**config.mk**
```make
export PLATFORM = sky130hd
export DESIGN_NAME = bounded_ordered_list_engine_unit_flat
export DESIGN_NICKNAME = d
export VERILOG_FILES = /design/src/rtl/bole_pkg.sv /design/src/rtl/bole_if.sv /design/src/rtl/bole_cell.sv /design/src/rtl/bounded_ordered_list_engine_unit.sv /design/src/flat_wrapper.sv
export SDC_FILE = /design/constraint.sdc
export NUM_CORES = 2
export LEC_CHECK = 0
export ABC_AREA = 1
export BUFFER_PORTS_ARGS = -buffer_cell sky130_fd_sc_hd__buf_4
export CORE_ASPECT_RATIO = 1.75
export CORE_MARGIN = 3
export CORE_UTILIZATION = 45
export CTS_BUF_LIST = sky130_fd_sc_hd__clkbuf_4
export DETAILED_ROUTE_END_ITERATION = 8
export GPL_TIMING_DRIVEN = 0
export PLACE_DENSITY_LB_ADDON = 0.15
export RECOVER_POWER = 50
export SLEW_MARGIN = 20
export SYNTH_ARGS = -nofsm -noshare
export SYNTH_HDL_FRONTEND = slang
export SYNTH_SLANG_ARGS = --single-unit
```
**constraint.sdc**
```tcl
create_clock -name clk -period 9.75 [get_ports clk]
set_input_delay 0.975 -clock clk [delete_from_list [all_inputs] [get_ports clk]]
set_output_delay 0.975 -clock clk [all_outputs]
set_load 0.02 [all_outputs]
```
**src/rtl/bole_pkg.sv**
```systemverilog
// bole_pkg: shared types and constants of the bounded ordered list engine
// no dependencies; compiled before every other file of the block
`default_nettype none
package bole_pkg;

	localparam int KIND_W          = 3;
	localparam int VALUE_IN_W      = 32;
	localparam int POS_W           = 5;
	localparam int STATUS_W        = 2;
	localparam int READ_W          = 32;
	localparam int LEN_W           = 5;
	localparam int DEF_DEPTH       = 16;
	localparam int DEF_VALUE_WIDTH = 32;

	typedef enum logic [KIND_W-1:0] {
		KIND_APPEND  = 3'd0,
		KIND_INSERT  = 3'd1,
		KIND_ERASE   = 3'd2,
		KIND_READ    = 3'd3,
		KIND_SINSERT = 3'd4,
		KIND_SWAP    = 3'd5,
		KIND_CLEAR   = 3'd6,
		KIND_SORT    = 3'd7
	} kind_t;

	typedef enum logic [STATUS_W-1:0] {
		STATUS_OK      = 2'd0,
		STATUS_BAD_POS = 2'd1,
		STATUS_FULL    = 2'd2
	} status_t;

	typedef enum logic [1:0] {
		S_IDLE,
		S_SORT,
		S_INSERT,
		S_SWAP
	} state_t;

	typedef enum logic [2:0] {
		SEL_KEEP,
		SEL_LEFT,
		SEL_RIGHT,
		SEL_NEW,
		SEL_ALT
	} cell_sel_t;

	typedef struct packed {
		logic gt;
		logic lt_right;
	} cell_flags_t;

endpackage
`default_nettype wire

```
**src/rtl/bole_if.sv**
```systemverilog
// bole_in_if / bole_out_if: valid/ready channels of the list engine
// depends on bole_pkg for the payload widths
`default_nettype none
interface bole_in_if;
	logic                             valid;
	logic                             ready;
	logic [bole_pkg::KIND_W-1:0]      kind;
	logic [bole_pkg::VALUE_IN_W-1:0]  value;
	logic [bole_pkg::POS_W-1:0]       position;
	logic [bole_pkg::POS_W-1:0]       second_position;

	modport source (output valid, kind, value, position, second_position, input ready);
	modport sink (input valid, kind, value, position, second_position, output ready);
endinterface

interface bole_out_if;
	logic                             valid;
	logic                             ready;
	logic [bole_pkg::STATUS_W-1:0]    status;
	logic [bole_pkg::READ_W-1:0]      read_value;
	logic [bole_pkg::LEN_W-1:0]       length;
	logic                             empty_res;

	modport source (output valid, status, read_value, length, empty_res, input ready);
	modport sink (input valid, status, read_value, length, empty_res, output ready);
endinterface
`default_nettype wire

```
**src/rtl/bole_cell.sv**
```systemverilog
// bole_cell: one list slot; holds an entry, loads from a neighbor or a bus
// and reports its compares against the broadcast value and its right neighbor
// depends on bole_pkg
`default_nettype none
module bole_cell #(
	parameter int VALUE_WIDTH = bole_pkg::DEF_VALUE_WIDTH
) (
	input  logic                     clk,
	input  bole_pkg::cell_sel_t      sel,
	input  logic [VALUE_WIDTH-1:0]   left_val,
	input  logic [VALUE_WIDTH-1:0]   right_val,
	input  logic [VALUE_WIDTH-1:0]   new_val,
	input  logic [VALUE_WIDTH-1:0]   alt_val,
	input  logic [VALUE_WIDTH-1:0]   cmp_val,
	output logic [VALUE_WIDTH-1:0]   entry,
	output bole_pkg::cell_flags_t    flags
);

	logic [VALUE_WIDTH-1:0] entry_q;

	always_ff @(posedge clk) begin
		case (sel)
			bole_pkg::SEL_LEFT:  entry_q <= left_val;
			bole_pkg::SEL_RIGHT: entry_q <= right_val;
			bole_pkg::SEL_NEW:   entry_q <= new_val;
			bole_pkg::SEL_ALT:   entry_q <= alt_val;
			default:             entry_q <= entry_q;
		endcase
	end

	assign entry          = entry_q;
	assign flags.gt       = entry_q > cmp_val;
	assign flags.lt_right = entry_q < right_val;

endmodule
`default_nettype wire

```
**src/rtl/bounded_ordered_list_engine_unit.sv**
```systemverilog
// bounded_ordered_list_engine_unit: top level, sequencer and row of list cells
// depends on bole_pkg, bole_if (bole_in_if, bole_out_if) and bole_cell
//
// usage: one command transaction on in_ch yields exactly one result transaction
// on out_ch. commands: append, insert at, erase, retrieve, sorted insert,
// swap, clear and sort descending, on a list of up to DEPTH entries.
// append, insert at, erase, retrieve, clear, and failed commands finish in
// the cycle they are accepted; the result is registered and shows in the next
// cycle, and the next command can be taken in that same cycle.
// swap reads both slots when accepted, then writes them back in S_SWAP.
// sort runs DEPTH odd-even compare-exchange passes in S_SORT, or finishes
// in the cycle it is accepted when the list is already marked sorted.
// sorted insert on a sorted list finishes when accepted, else S_SORT, then S_INSERT.
// in_ch.ready is low while a multi-cycle command runs and while a result
// waits in the output register and out_ch.ready is low; a stalled receiver
// thus holds off new commands but never loses a result.
// reset empties the list and clears the sorted mark; entry storage is not
// cleared, slots past the length are never visible
`default_nettype none
module bounded_ordered_list_engine_unit #(
	parameter int DEPTH       = bole_pkg::DEF_DEPTH,
	parameter int VALUE_WIDTH = bole_pkg::DEF_VALUE_WIDTH
) (
	input  logic         clk,
	input  logic         arst_n,
	bole_in_if.sink      in_ch,
	bole_out_if.source   out_ch
);

	localparam int IW   = $clog2(DEPTH);
	localparam int CW   = $clog2(DEPTH + 1);
	localparam int CMPW = ((CW > bole_pkg::POS_W) ? CW : bole_pkg::POS_W) + 1;

	bole_pkg::state_t       state_q, state_d;
	logic [CW-1:0]          cnt_q, cnt_d;
	logic                   sorted_q, sorted_d;
	logic                   sins_q, sins_d;
	logic [IW-1:0]          scnt_q, scnt_d;
	logic [IW-1:0]          sw1_q, sw2_q;
	logic [VALUE_WIDTH-1:0] val_q, swa_q, swb_q;
	logic                   cap_val, cap_swap;

	logic                   in_ready, acc;
	bole_pkg::kind_t        kind;
	logic [63:0]            v_wide;
	logic [VALUE_WIDTH-1:0] v_in;
	logic [CMPW-1:0]        p1e, p2e, cnte;
	logic                   ins_ok, ok1, ok2, full;
	logic [IW-1:0]          idx1, idx2;
	logic [VALUE_WIDTH-1:0] rd1, rd2;

	logic [VALUE_WIDTH-1:0] ent [DEPTH];
	bole_pkg::cell_flags_t  flg [DEPTH];
	bole_pkg::cell_sel_t    sel [DEPTH];
	logic [VALUE_WIDTH-1:0] new_bus, alt_bus, cmp_bus;
	logic [DEPTH-1:0]       gtm, gt_prev, xl, xl_prev;
	logic                   front;

	logic                   do_ins, do_del, do_sins, do_sort, do_swapw;
	logic [IW-1:0]          k_idx;

	logic                   load_out;
	bole_pkg::status_t      st_d;
	logic [VALUE_WIDTH-1:0] rd_d;
	logic [63:0]            rd_wide;
	logic                   out_valid_q;
	bole_pkg::status_t      status_q;
	logic [bole_pkg::READ_W-1:0] read_q;
	logic [bole_pkg::LEN_W-1:0]  len_q;
	logic                   empty_q;

	// input decode
	assign kind     = bole_pkg::kind_t'(in_ch.kind);
	assign v_wide   = 64'(in_ch.value);
	assign v_in     = v_wide[VALUE_WIDTH-1:0];
	assign p1e      = CMPW'(in_ch.position);
	assign p2e      = CMPW'(in_ch.second_position);
	assign cnte     = CMPW'(cnt_q);
	assign full     = cnt_q == CW'(DEPTH);
	assign ins_ok   = (p1e != '0) && (p1e <= cnte + CMPW'(1));
	assign ok1      = (p1e != '0) && (p1e <= cnte);
	assign ok2      = (p2e != '0) && (p2e <= cnte);
	assign idx1     = IW'(p1e - CMPW'(1));
	assign idx2     = IW'(p2e - CMPW'(1));

	assign in_ready    = (state_q == bole_pkg::S_IDLE) && (!out_valid_q || out_ch.ready);
	assign in_ch.ready = in_ready;
	assign acc         = in_ch.valid && in_ready;

	// slot reads for retrieve and swap
	always_comb begin
		rd1 = '0;
		rd2 = '0;
		for (int i = 0; i < DEPTH; i++) begin
			if (IW'(i) == idx1) rd1 = rd1 | ent[i];
			if (IW'(i) == idx2) rd2 = rd2 | ent[i];
		end
	end

	// sequencer
	always_comb begin
		state_d  = state_q;
		cnt_d    = cnt_q;
		sorted_d = sorted_q;
		sins_d   = sins_q;
		scnt_d   = scnt_q;
		cap_val  = 1'b0;
		cap_swap = 1'b0;
		do_ins   = 1'b0;
		do_del   = 1'b0;
		do_sins  = 1'b0;
		do_sort  = 1'b0;
		do_swapw = 1'b0;
		k_idx    = idx1;
		load_out = 1'b0;
		st_d     = bole_pkg::STATUS_OK;
		rd_d     = '0;
		case (state_q)
			bole_pkg::S_IDLE: begin
				if (acc) begin
					case (kind)
						bole_pkg::KIND_APPEND, bole_pkg::KIND_INSERT: begin
							load_out = 1'b1;
							if (kind == bole_pkg::KIND_APPEND) k_idx = IW'(cnt_q);
							if (kind == bole_pkg::KIND_INSERT && !ins_ok) begin
								st_d = bole_pkg::STATUS_BAD_POS;
							end else if (full) begin
								st_d = bole_pkg::STATUS_FULL;
							end else begin
								do_ins   = 1'b1;
								cnt_d    = cnt_q + CW'(1);
								sorted_d = 1'b0;
							end
						end
						bole_pkg::KIND_ERASE: begin
							load_out = 1'b1;
							if (!ok1) begin
								st_d = bole_pkg::STATUS_BAD_POS;
							end else begin
								do_del = 1'b1;
								cnt_d  = cnt_q - CW'(1);
							end
						end
						bole_pkg::KIND_READ: begin
							load_out = 1'b1;
							if (!ok1) st_d = bole_pkg::STATUS_BAD_POS;
							else rd_d = rd1;
						end
						bole_pkg::KIND_SINSERT: begin
							if (full) begin
								load_out = 1'b1;
								st_d     = bole_pkg::STATUS_FULL;
							end else if (sorted_q) begin
								load_out = 1'b1;
								do_sins  = 1'b1;
								cnt_d    = cnt_q + CW'(1);
							end else begin
								cap_val = 1'b1;
								sins_d  = 1'b1;
								scnt_d  = '0;
								state_d = bole_pkg::S_SORT;
							end
						end
						bole_pkg::KIND_SWAP: begin
							if (!(ok1 && ok2)) begin
								load_out = 1'b1;
								st_d     = bole_pkg::STATUS_BAD_POS;
							end else begin
								cap_swap = 1'b1;
								state_d  = bole_pkg::S_SWAP;
							end
						end
						bole_pkg::KIND_CLEAR: begin
							load_out = 1'b1;
							cnt_d    = '0;
						end
						bole_pkg::KIND_SORT: begin
							if (sorted_q) begin
								load_out = 1'b1;
							end else begin
								sins_d  = 1'b0;
								scnt_d  = '0;
								state_d = bole_pkg::S_SORT;
							end
						end
						default: ;
					endcase
				end
			end
			bole_pkg::S_SORT: begin
				do_sort = 1'b1;
				scnt_d  = scnt_q + IW'(1);
				if (scnt_q == IW'(DEPTH - 1)) begin
					sorted_d = 1'b1;
					if (sins_q) begin
						state_d = bole_pkg::S_INSERT;
					end else begin
						load_out = 1'b1;
						state_d  = bole_pkg::S_IDLE;
					end
				end
			end
			bole_pkg::S_INSERT: begin
				do_sins  = 1'b1;
				cnt_d    = cnt_q + CW'(1);
				load_out = 1'b1;
				state_d  = bole_pkg::S_IDLE;
			end
			bole_pkg::S_SWAP: begin
				do_swapw = 1'b1;
				sorted_d = 1'b0;
				load_out = 1'b1;
				state_d  = bole_pkg::S_IDLE;
			end
			default: state_d = bole_pkg::S_IDLE;
		endcase
	end

	always_ff @(posedge clk or negedge arst_n) begin
		if (!arst_n) begin
			state_q     <= bole_pkg::S_IDLE;
			cnt_q       <= '0;
			sorted_q    <= 1'b0;
			sins_q      <= 1'b0;
			scnt_q      <= '0;
			out_valid_q <= 1'b0;
		end else begin
			state_q  <= state_d;
			cnt_q    <= cnt_d;
			sorted_q <= sorted_d;
			sins_q   <= sins_d;
			scnt_q   <= scnt_d;
			if (load_out) out_valid_q <= 1'b1;
			else if (out_ch.ready) out_valid_q <= 1'b0;
		end
	end

	assign rd_wide = 64'(rd_d);

	always_ff @(posedge clk) begin
		if (cap_val) val_q <= v_in;
		if (cap_swap) begin
			sw1_q <= idx1;
			sw2_q <= idx2;
			swa_q <= rd1;
			swb_q <= rd2;
		end
		if (load_out) begin
			status_q <= st_d;
			read_q   <= rd_wide[bole_pkg::READ_W-1:0];
			len_q    <= bole_pkg::LEN_W'(cnt_d);
			empty_q  <= cnt_d == '0;
		end
	end

	assign out_ch.valid      = out_valid_q;
	assign out_ch.status     = status_q;
	assign out_ch.read_value = read_q;
	assign out_ch.length     = len_q;
	assign out_ch.empty_res  = empty_q;

	// broadcast buses
	assign new_bus = (state_q == bole_pkg::S_SWAP) ? swb_q :
		(state_q == bole_pkg::S_IDLE) ? v_in : val_q;
	assign alt_bus = swa_q;
	assign cmp_bus = (state_q == bole_pkg::S_IDLE) ? v_in : val_q;

	// neighbor-local flags
	always_comb begin
		for (int i = 0; i < DEPTH; i++) begin
			gtm[i] = flg[i].gt && (CW'(i) < cnt_q);
			xl[i]  = (1'(i % 2) == scnt_q[0]) && (CW'(i + 1) < cnt_q) && flg[i].lt_right;
		end
	end
	assign gt_prev = {gtm[DEPTH-2:0], 1'b0};
	assign xl_prev = {xl[DEPTH-2:0], 1'b0};
	// new value goes first when the list is empty or it is larger than the head
	assign front   = (cnt_q == '0) || (cmp_bus > ent[0]);

	for (genvar i = 0; i < DEPTH; i++) begin : g_cell
		logic [VALUE_WIDTH-1:0] left_v, right_v;

		assign left_v  = (i == 0) ? '0 : ent[(i == 0) ? 0 : i - 1];
		assign right_v = (i == DEPTH - 1) ? '0 : ent[(i == DEPTH - 1) ? i : i + 1];

		always_comb begin
			sel[i] = bole_pkg::SEL_KEEP;
			if (do_ins) begin
				if (IW'(i) == k_idx) sel[i] = bole_pkg::SEL_NEW;
				else if (IW'(i) > k_idx) sel[i] = bole_pkg::SEL_LEFT;
			end else if (do_del) begin
				if (IW'(i) >= k_idx) sel[i] = bole_pkg::SEL_RIGHT;
			end else if (do_sins) begin
				if (front) begin
					sel[i] = (i == 0) ? bole_pkg::SEL_NEW : bole_pkg::SEL_LEFT;
				end else if (i != 0) begin
					if (!gtm[i] && ((i == 1) || gt_prev[i])) sel[i] = bole_pkg::SEL_NEW;
					else if ((i >= 2) && !gt_prev[i]) sel[i] = bole_pkg::SEL_LEFT;
				end
			end else if (do_sort) begin
				if (xl[i]) sel[i] = bole_pkg::SEL_RIGHT;
				else if (xl_prev[i]) sel[i] = bole_pkg::SEL_LEFT;
			end else if (do_swapw) begin
				if (IW'(i) == sw1_q) sel[i] = bole_pkg::SEL_NEW;
				else if (IW'(i) == sw2_q) sel[i] = bole_pkg::SEL_ALT;
			end
		end

		bole_cell #(
			.VALUE_WIDTH(VALUE_WIDTH)
		) u_cell (
			.clk       (clk),
			.sel       (sel[i]),
			.left_val  (left_v),
			.right_val (right_v),
			.new_val   (new_bus),
			.alt_val   (alt_bus),
			.cmp_val   (cmp_bus),
			.entry     (ent[i]),
			.flags     (flg[i])
		);
	end

	// checks
	a_cnt_bound: assert property (@(posedge clk) disable iff (!arst_n)
		cnt_q <= CW'(DEPTH))
		else $error("entry count beyond depth");

	a_busy_no_ready: assert property (@(posedge clk) disable iff (!arst_n)
		(state_q != bole_pkg::S_IDLE) |-> !in_ch.ready)
		else $error("command taken while busy");

	a_busy_out_empty: assert property (@(posedge clk) disable iff (!arst_n)
		(state_q != bole_pkg::S_IDLE) |-> !out_valid_q)
		else $error("result pending during multi-cycle command");

	a_sort_marks: assert property (@(posedge clk) disable iff (!arst_n)
		(state_q == bole_pkg::S_SORT && state_d != bole_pkg::S_SORT) |=> sorted_q)
		else $error("sorted mark not set after sort");

	a_clear_empties: assert property (@(posedge clk) disable iff (!arst_n)
		(acc && kind == bole_pkg::KIND_CLEAR) |=> (cnt_q == '0 && out_valid_q))
		else $error("clear did not empty the list");

endmodule
`default_nettype wire
```
**src/flat_wrapper.sv**
```systemverilog
// flat-port wrapper written by rule: the top's interface ports become plain ports
module bounded_ordered_list_engine_unit_flat 
#(
	parameter int DEPTH       = bole_pkg::DEF_DEPTH,
	parameter int VALUE_WIDTH = bole_pkg::DEF_VALUE_WIDTH
)
  (clk, arst_n, in_ch_valid, in_ch_kind, in_ch_value, in_ch_position, in_ch_second_position, in_ch_ready, out_ch_valid, out_ch_status, out_ch_read_value, out_ch_length, out_ch_empty_res, out_ch_ready);
  bole_in_if in_ch_i ();
  bole_out_if out_ch_i ();
  input  logic clk;
  input  logic arst_n;
  input wire logic [$bits(in_ch_i.valid)-1:0] in_ch_valid;
  input wire logic [$bits(in_ch_i.kind)-1:0] in_ch_kind;
  input wire logic [$bits(in_ch_i.value)-1:0] in_ch_value;
  input wire logic [$bits(in_ch_i.position)-1:0] in_ch_position;
  input wire logic [$bits(in_ch_i.second_position)-1:0] in_ch_second_position;
  output wire logic [$bits(in_ch_i.ready)-1:0] in_ch_ready;
  output wire logic [$bits(out_ch_i.valid)-1:0] out_ch_valid;
  output wire logic [$bits(out_ch_i.status)-1:0] out_ch_status;
  output wire logic [$bits(out_ch_i.read_value)-1:0] out_ch_read_value;
  output wire logic [$bits(out_ch_i.length)-1:0] out_ch_length;
  output wire logic [$bits(out_ch_i.empty_res)-1:0] out_ch_empty_res;
  input wire logic [$bits(out_ch_i.ready)-1:0] out_ch_ready;
  assign in_ch_i.valid = in_ch_valid;
  assign in_ch_i.kind = in_ch_kind;
  assign in_ch_i.value = in_ch_value;
  assign in_ch_i.position = in_ch_position;
  assign in_ch_i.second_position = in_ch_second_position;
  assign in_ch_ready = in_ch_i.ready;
  assign out_ch_valid = out_ch_i.valid;
  assign out_ch_status = out_ch_i.status;
  assign out_ch_read_value = out_ch_i.read_value;
  assign out_ch_length = out_ch_i.length;
  assign out_ch_empty_res = out_ch_i.empty_res;
  assign out_ch_i.ready = out_ch_ready;
  bounded_ordered_list_engine_unit #(.DEPTH(DEPTH), .VALUE_WIDTH(VALUE_WIDTH)) u_core (.clk(clk), .arst_n(arst_n), .in_ch(in_ch_i), .out_ch(out_ch_i));
endmodule
```
==> run metrics, run 1 <==
largest net degree at the start of global routing=42; gr ovfl total=~2300; register area share after synthesis=between 20% and 30%; Die Y=526 um; Die X=around 300 um; CTS root buf=clkbuf_4; top-level I/O count=between 90 and 100; #FFs+latches synth=670; run status=aborted with a tool error; Log Error=[ERROR GRT-0116] Global routing finished with congestion. Check the congestion regions in the DRC Viewer.; H-tree Lvls=4; vias in the first global route=93876; cells after synthesis=around 9500; Yosys cell types=a little over 60; Fail Step=global routing; synthesized cell area=between 0.06 and 0.07 mm^2; placed cell count=approximately 12000; CTS Buffer Depth=4; total track usage=74.7%; Synth Net Count=10562; Starting Density=a little under half; yosys warns=0; DP HPWL=405000 um; Rows=190; Num CTS Buffers=about 190; Syn Area/Cell=about 7.3 um^2; I/O Buffers=89; clock sinks=between 600 and 700; Final Wtd Congestion=around 1.3; global-route wire length before repair=roughly 860000 um
-- cells in the mapped netlist (all sizes together) --
master | number | area, um^2
clkinv | 9 | 35.0
nor4 | 74 | 463
clkbuf | 348 | 1310
o211ai | 11 | 82.6
or2 | 68 | 425
a41oi | 1 | 8.76
a22oi | 45 | 338
xor2 | 6 | 52.6
o2111ai | 14 | 123
a211oi | 11 | 82.6
nand3b | 4 | 42.5
o21bai | 7 | 52.6
a21boi | 5 | 37.5
nand4 | 806 | 5060
nand3 | 1028 | 5150
o31ai | 1 | 7.51
o21ai | 346 | 1770
o21a | 59 | 444
buf | 201 | 1000
a2111oi | 1 | 8.76
a21oi | 509 | 2580
a2bb2oi | 1 | 8.76
o22ai | 348 | 2180
dfrtp | 14 | 350
a31oi | 38 | 238
and3 | 3 | 18.8
a221oi | 92 | 806
nor4b | 1 | 8.76
o221ai | 11 | 96.3
nor2b | 2 | 12.5
a21o | 16 | 120
xnor2 | 2 | 17.5
o311ai | 1 | 8.76
nor2 | 473 | 1840
nand2 | 2002 | 7590
edfxtp | 656 | 19700
ha | 1006 | 12600
nor3b | 2 | 15.0
nor3 | 124 | 641
inv | 1161 | 4360
-- routing by layer --
| metal | GRT overflow | global-route usage, % |
|---|---|---|
| met5 | 9 | 28.2 |
| met4 | 708 | 72.6 |
| met3 | 84 | 54.2 |
| met2 | 1377 | 91.9 |
| met1 | 72 | 77.6 |
-- timing repair --
action | CTS
buffers inserted | 0
resized for setup | 0
hold endpoints to repair | 46
hold buffers | 33
-- metrics by stage --
step	hold slack [ps]	utilization (%)	setup slack [ps]	cell area (um^2)	TNS (ps)
CTS	54.6	50.4	1480	77400	0
detailed placement	527	48.7	1490	74800	0
global placement	517	47.4	-3380	72800	-1084260
floorplan	476	-	2270	69700	0
-- kinds of logic after synthesis --
family	synth area share (%)
compound gates	12.9
fa+ha+maj	18.1
buf+inv	9.62
xor+xnor	0.101
flops	28.8
simple gates	30.5
==> inputs of run 2 (changes only) <==
--- a/config.mk
+++ b/config.mk
@@ -7,10 +7,8 @@
 export LEC_CHECK = 0
 export ABC_AREA = 1
 export BUFFER_PORTS_ARGS = -buffer_cell sky130_fd_sc_hd__buf_4
-export CORE_ASPECT_RATIO = 1.75
 export CORE_MARGIN = 3
-export CORE_UTILIZATION = 45
-export CTS_BUF_LIST = sky130_fd_sc_hd__clkbuf_4
+export CORE_UTILIZATION = 30
 export DETAILED_ROUTE_END_ITERATION = 8
 export GPL_TIMING_DRIVEN = 0
 export PLACE_DENSITY_LB_ADDON = 0.15
==> run 2 against run 1 <==
Synthesized cell count stayed put; synthesized area unchanged; the flow now finishes, with violations (design-rule violations, max-capacitance violations, max-slew violations).
==> run metrics, run 2 <==
total track usage=44.4%; Die Y=488 um (-7.3%); top-level I/O count=91 (unchanged); most frequent cells in the layout=nand2_1 (1991), inv_1 (1147), nand3_1 (1025); vias per cell=about 6.4; vias in the first global route=76663; Starting Density=30.2% (-15 points); final worst-path cycle share=a little over nine tenths; first-pass iteration count of the detailed router=9; startpoint types=register; DP HPWL=461000 um (+14%); crit path time final=9220 ps; Crit path arrival time=approximately 9800 ps; final worst slack=between 500 and 600 ps; global-route wire length before repair=~700000 um; worst-path cell chain=inv_1 > nand2_4 > inv_1 > clkbuf_1 > o21ai_4 > buf_16 > inv_1 > ha_1 > nand2_1 > nor2_1 > nand2_1 > nor2_1 > nand2_1 > a21oi_1 > clkbuf_1 > nand3_1 > a21oi_2 > buf_2 > nand4_1 > buf_6 > buf_6 > buf_6; largest cells by area after synthesis=edfxtp_1 (28%), ha_1 (18%), nand2_1 (11%); CP delay by family, top=buffers and inverters; max reg flops=between 500 and 600; cells after synthesis=9507 (unchanged); top cell types by occurrence after synthesis=nand2_1 (1979), inv_1 (1143), nand3_1 (1027); commonest non-fill, non-tap cell in the layout=nand2_1; Max Cap Viol=11; failing checks=design-rule violations, max-capacitance violations, max-slew violations; net count reported at finish=10869; yosys warns=0 (unchanged); CP max-delay cell=clkbuf_1; Post-Route WL=between 500000 and 600000 um; leading area contributor after synthesis=edfxtp_1; via count=about 82000; power per cell area=around 500 mW/mm^2; register area share after synthesis=28.8% (unchanged); CP max FO=11; I/O Buffers=89 (unchanged); Area after DPL=0.0767 mm^2 (+2.5%); P_leak=approximately 36 nW; Rows=176 (-7.4%); CTS clk-pin slew, worst paths=~60 ps; post-synth top area share=28.3% (unchanged); run status=complete, but fails checks; worst clock skew=roughly 33 ps; initial antenna violation count=36; #FFs+latches synth=670 (unchanged); CTS Buffer Depth=3 (-1); clock sinks=670 (unchanged); Slew Limit Fails=139; placed cell count=12738 (+8.9%); Clock Latency Late Sink=between 800 and 900 ps; Hold WS=approximately 370 ps; Syn Area/Cell=7.33 um^2 (unchanged); synthesized cell area=0.0697 mm^2 (unchanged); most frequent cell after synthesis=nand2_1; residual DRC count=3; largest net degree at the start of global routing=33; Initial DRC Count=between 10000 and 15000; full die area=0.238 mm^2; H-tree Lvls=3 (-1); Yosys cell types=61 (unchanged); CP endpoint kind=register; Main synth FF type=edfxtp_1; RSZ-0062 raised after global routing=no; post-route cell area=about 0.080 mm^2; CTS root buf=clkbuf_16; worst endpoint required time=roughly 10000 ps; worst slew pin tran=approximately 3200 ps; CP bufs+invs=10; Synth Net Count=10562 (unchanged); postcts setup bufs=0 (unchanged); Syn-to-layout area delta=14.5%; slew margin rel.=-115%; number of flops mapped to enable cells by yosys=656 (unchanged); FMAX=roughly 110 MHz; core area=0.231 mm^2; Peak VDD IR=about 300 uV; Finished Layout Cells=about 13000; max incr delay on CP=between 1000 and 1500 ps; CP Class=register to register; ANT nets after route=0; Num CTS Buffers=99 (-47%); Final Wtd Congestion=1.10 (-14%); post-CTS resize count=0 (unchanged); Hold Vio Cnt, Final=0; count of final setup violators=0; wire per inst=42.3 um; gr ovfl total=0; Die X=488 um (+61%); fraction of layout cells with a size suffix above 1=around 7%; Hold WC Path Type=input pin to register; async set or reset register ratio after synthesis=2.09% (unchanged); final core occ=roughly a third; pre-CTS setup slack=868 ps (-621 ps); CTS tree=done
[run 2: cell counts after synthesis]
No cell type changed its count.
[run 2: area by class of cell]
type / instances / area (um^2)
Sequential cell: 670 / 20000
Multi-Input combinational cell: 7118 / 43300
Clock buffer: 119 / 2590
Inverter: 1170 / 4390
Clock inverter: 66 / 778
Buffer: 549 / 2390
Timing Repair Buffer: 206 / 2360
Tap cell: 3026 / 3790
Fill cell: 24840 / 151000
Antenna cell: 27 / 67.6
[run 2: power by group]
group          internal, W  switching, W
Clock              0.00226       0.00177
Combinational      0.00740        0.0187
Sequential         0.00594       0.00407
Total               0.0156        0.0245
[run 2: cells by family after synthesis]
kind of cell	Yosys count	share of synthesized area (%)
adders and majority gates	1006	18.1
AOI/OAI and AO/OA	1517	12.9
and+or+nand+nor	4587	30.5
xor gates and xnor gates	8	0.101
buffers and inverters	1719	9.62
DFF	670	28.8
[run 2: timing repair]
item	4_1_cts	5_1_grt
hold endpoints to repair	14	0
hold buffers	1	0
endpoints found under the setup margin	0	0
[run 2: routing by layer]
metal,part of all wire (%),global-route usage (%)
met5,0.023,0
met4,6.8,24.7
met2,40,63.1
met1,41,59.5
met3,12,13.1
[run 2: worst paths after layout]
kind | from | end | slack [ps] | cells after the start
hold / removal | in_ch_value[5] | u_core.val_q[5] | 370 | 1
setup / recovery | u_core.state_q[0] | u_core.g_cell[11].u_cell.entry[5] | 530 | 22
max in group asynchronous | arst_n | u_core.state_q[1] | 8340 | 2
setup reg to reg | u_core.state_q[0] | u_core.g_cell[11].u_cell.entry[5] | 530 | 22
min in group asynchronous | arst_n | u_core.sorted_q | 820 | 2
hold reg to reg | u_core.sins_q | u_core.sins_q | 560 | 2
[run 2: through the flow]
step            TNS, ps  total power, W
2_1_floorplan         0          0.0217
3_3_place_gp   -1135370          0.0336
3_5_place_dp          0          0.0348
4_1_cts               0          0.0389
5_1_grt               0          0.0418
6_report              0          0.0401
(Power assumes the default switching activity.)
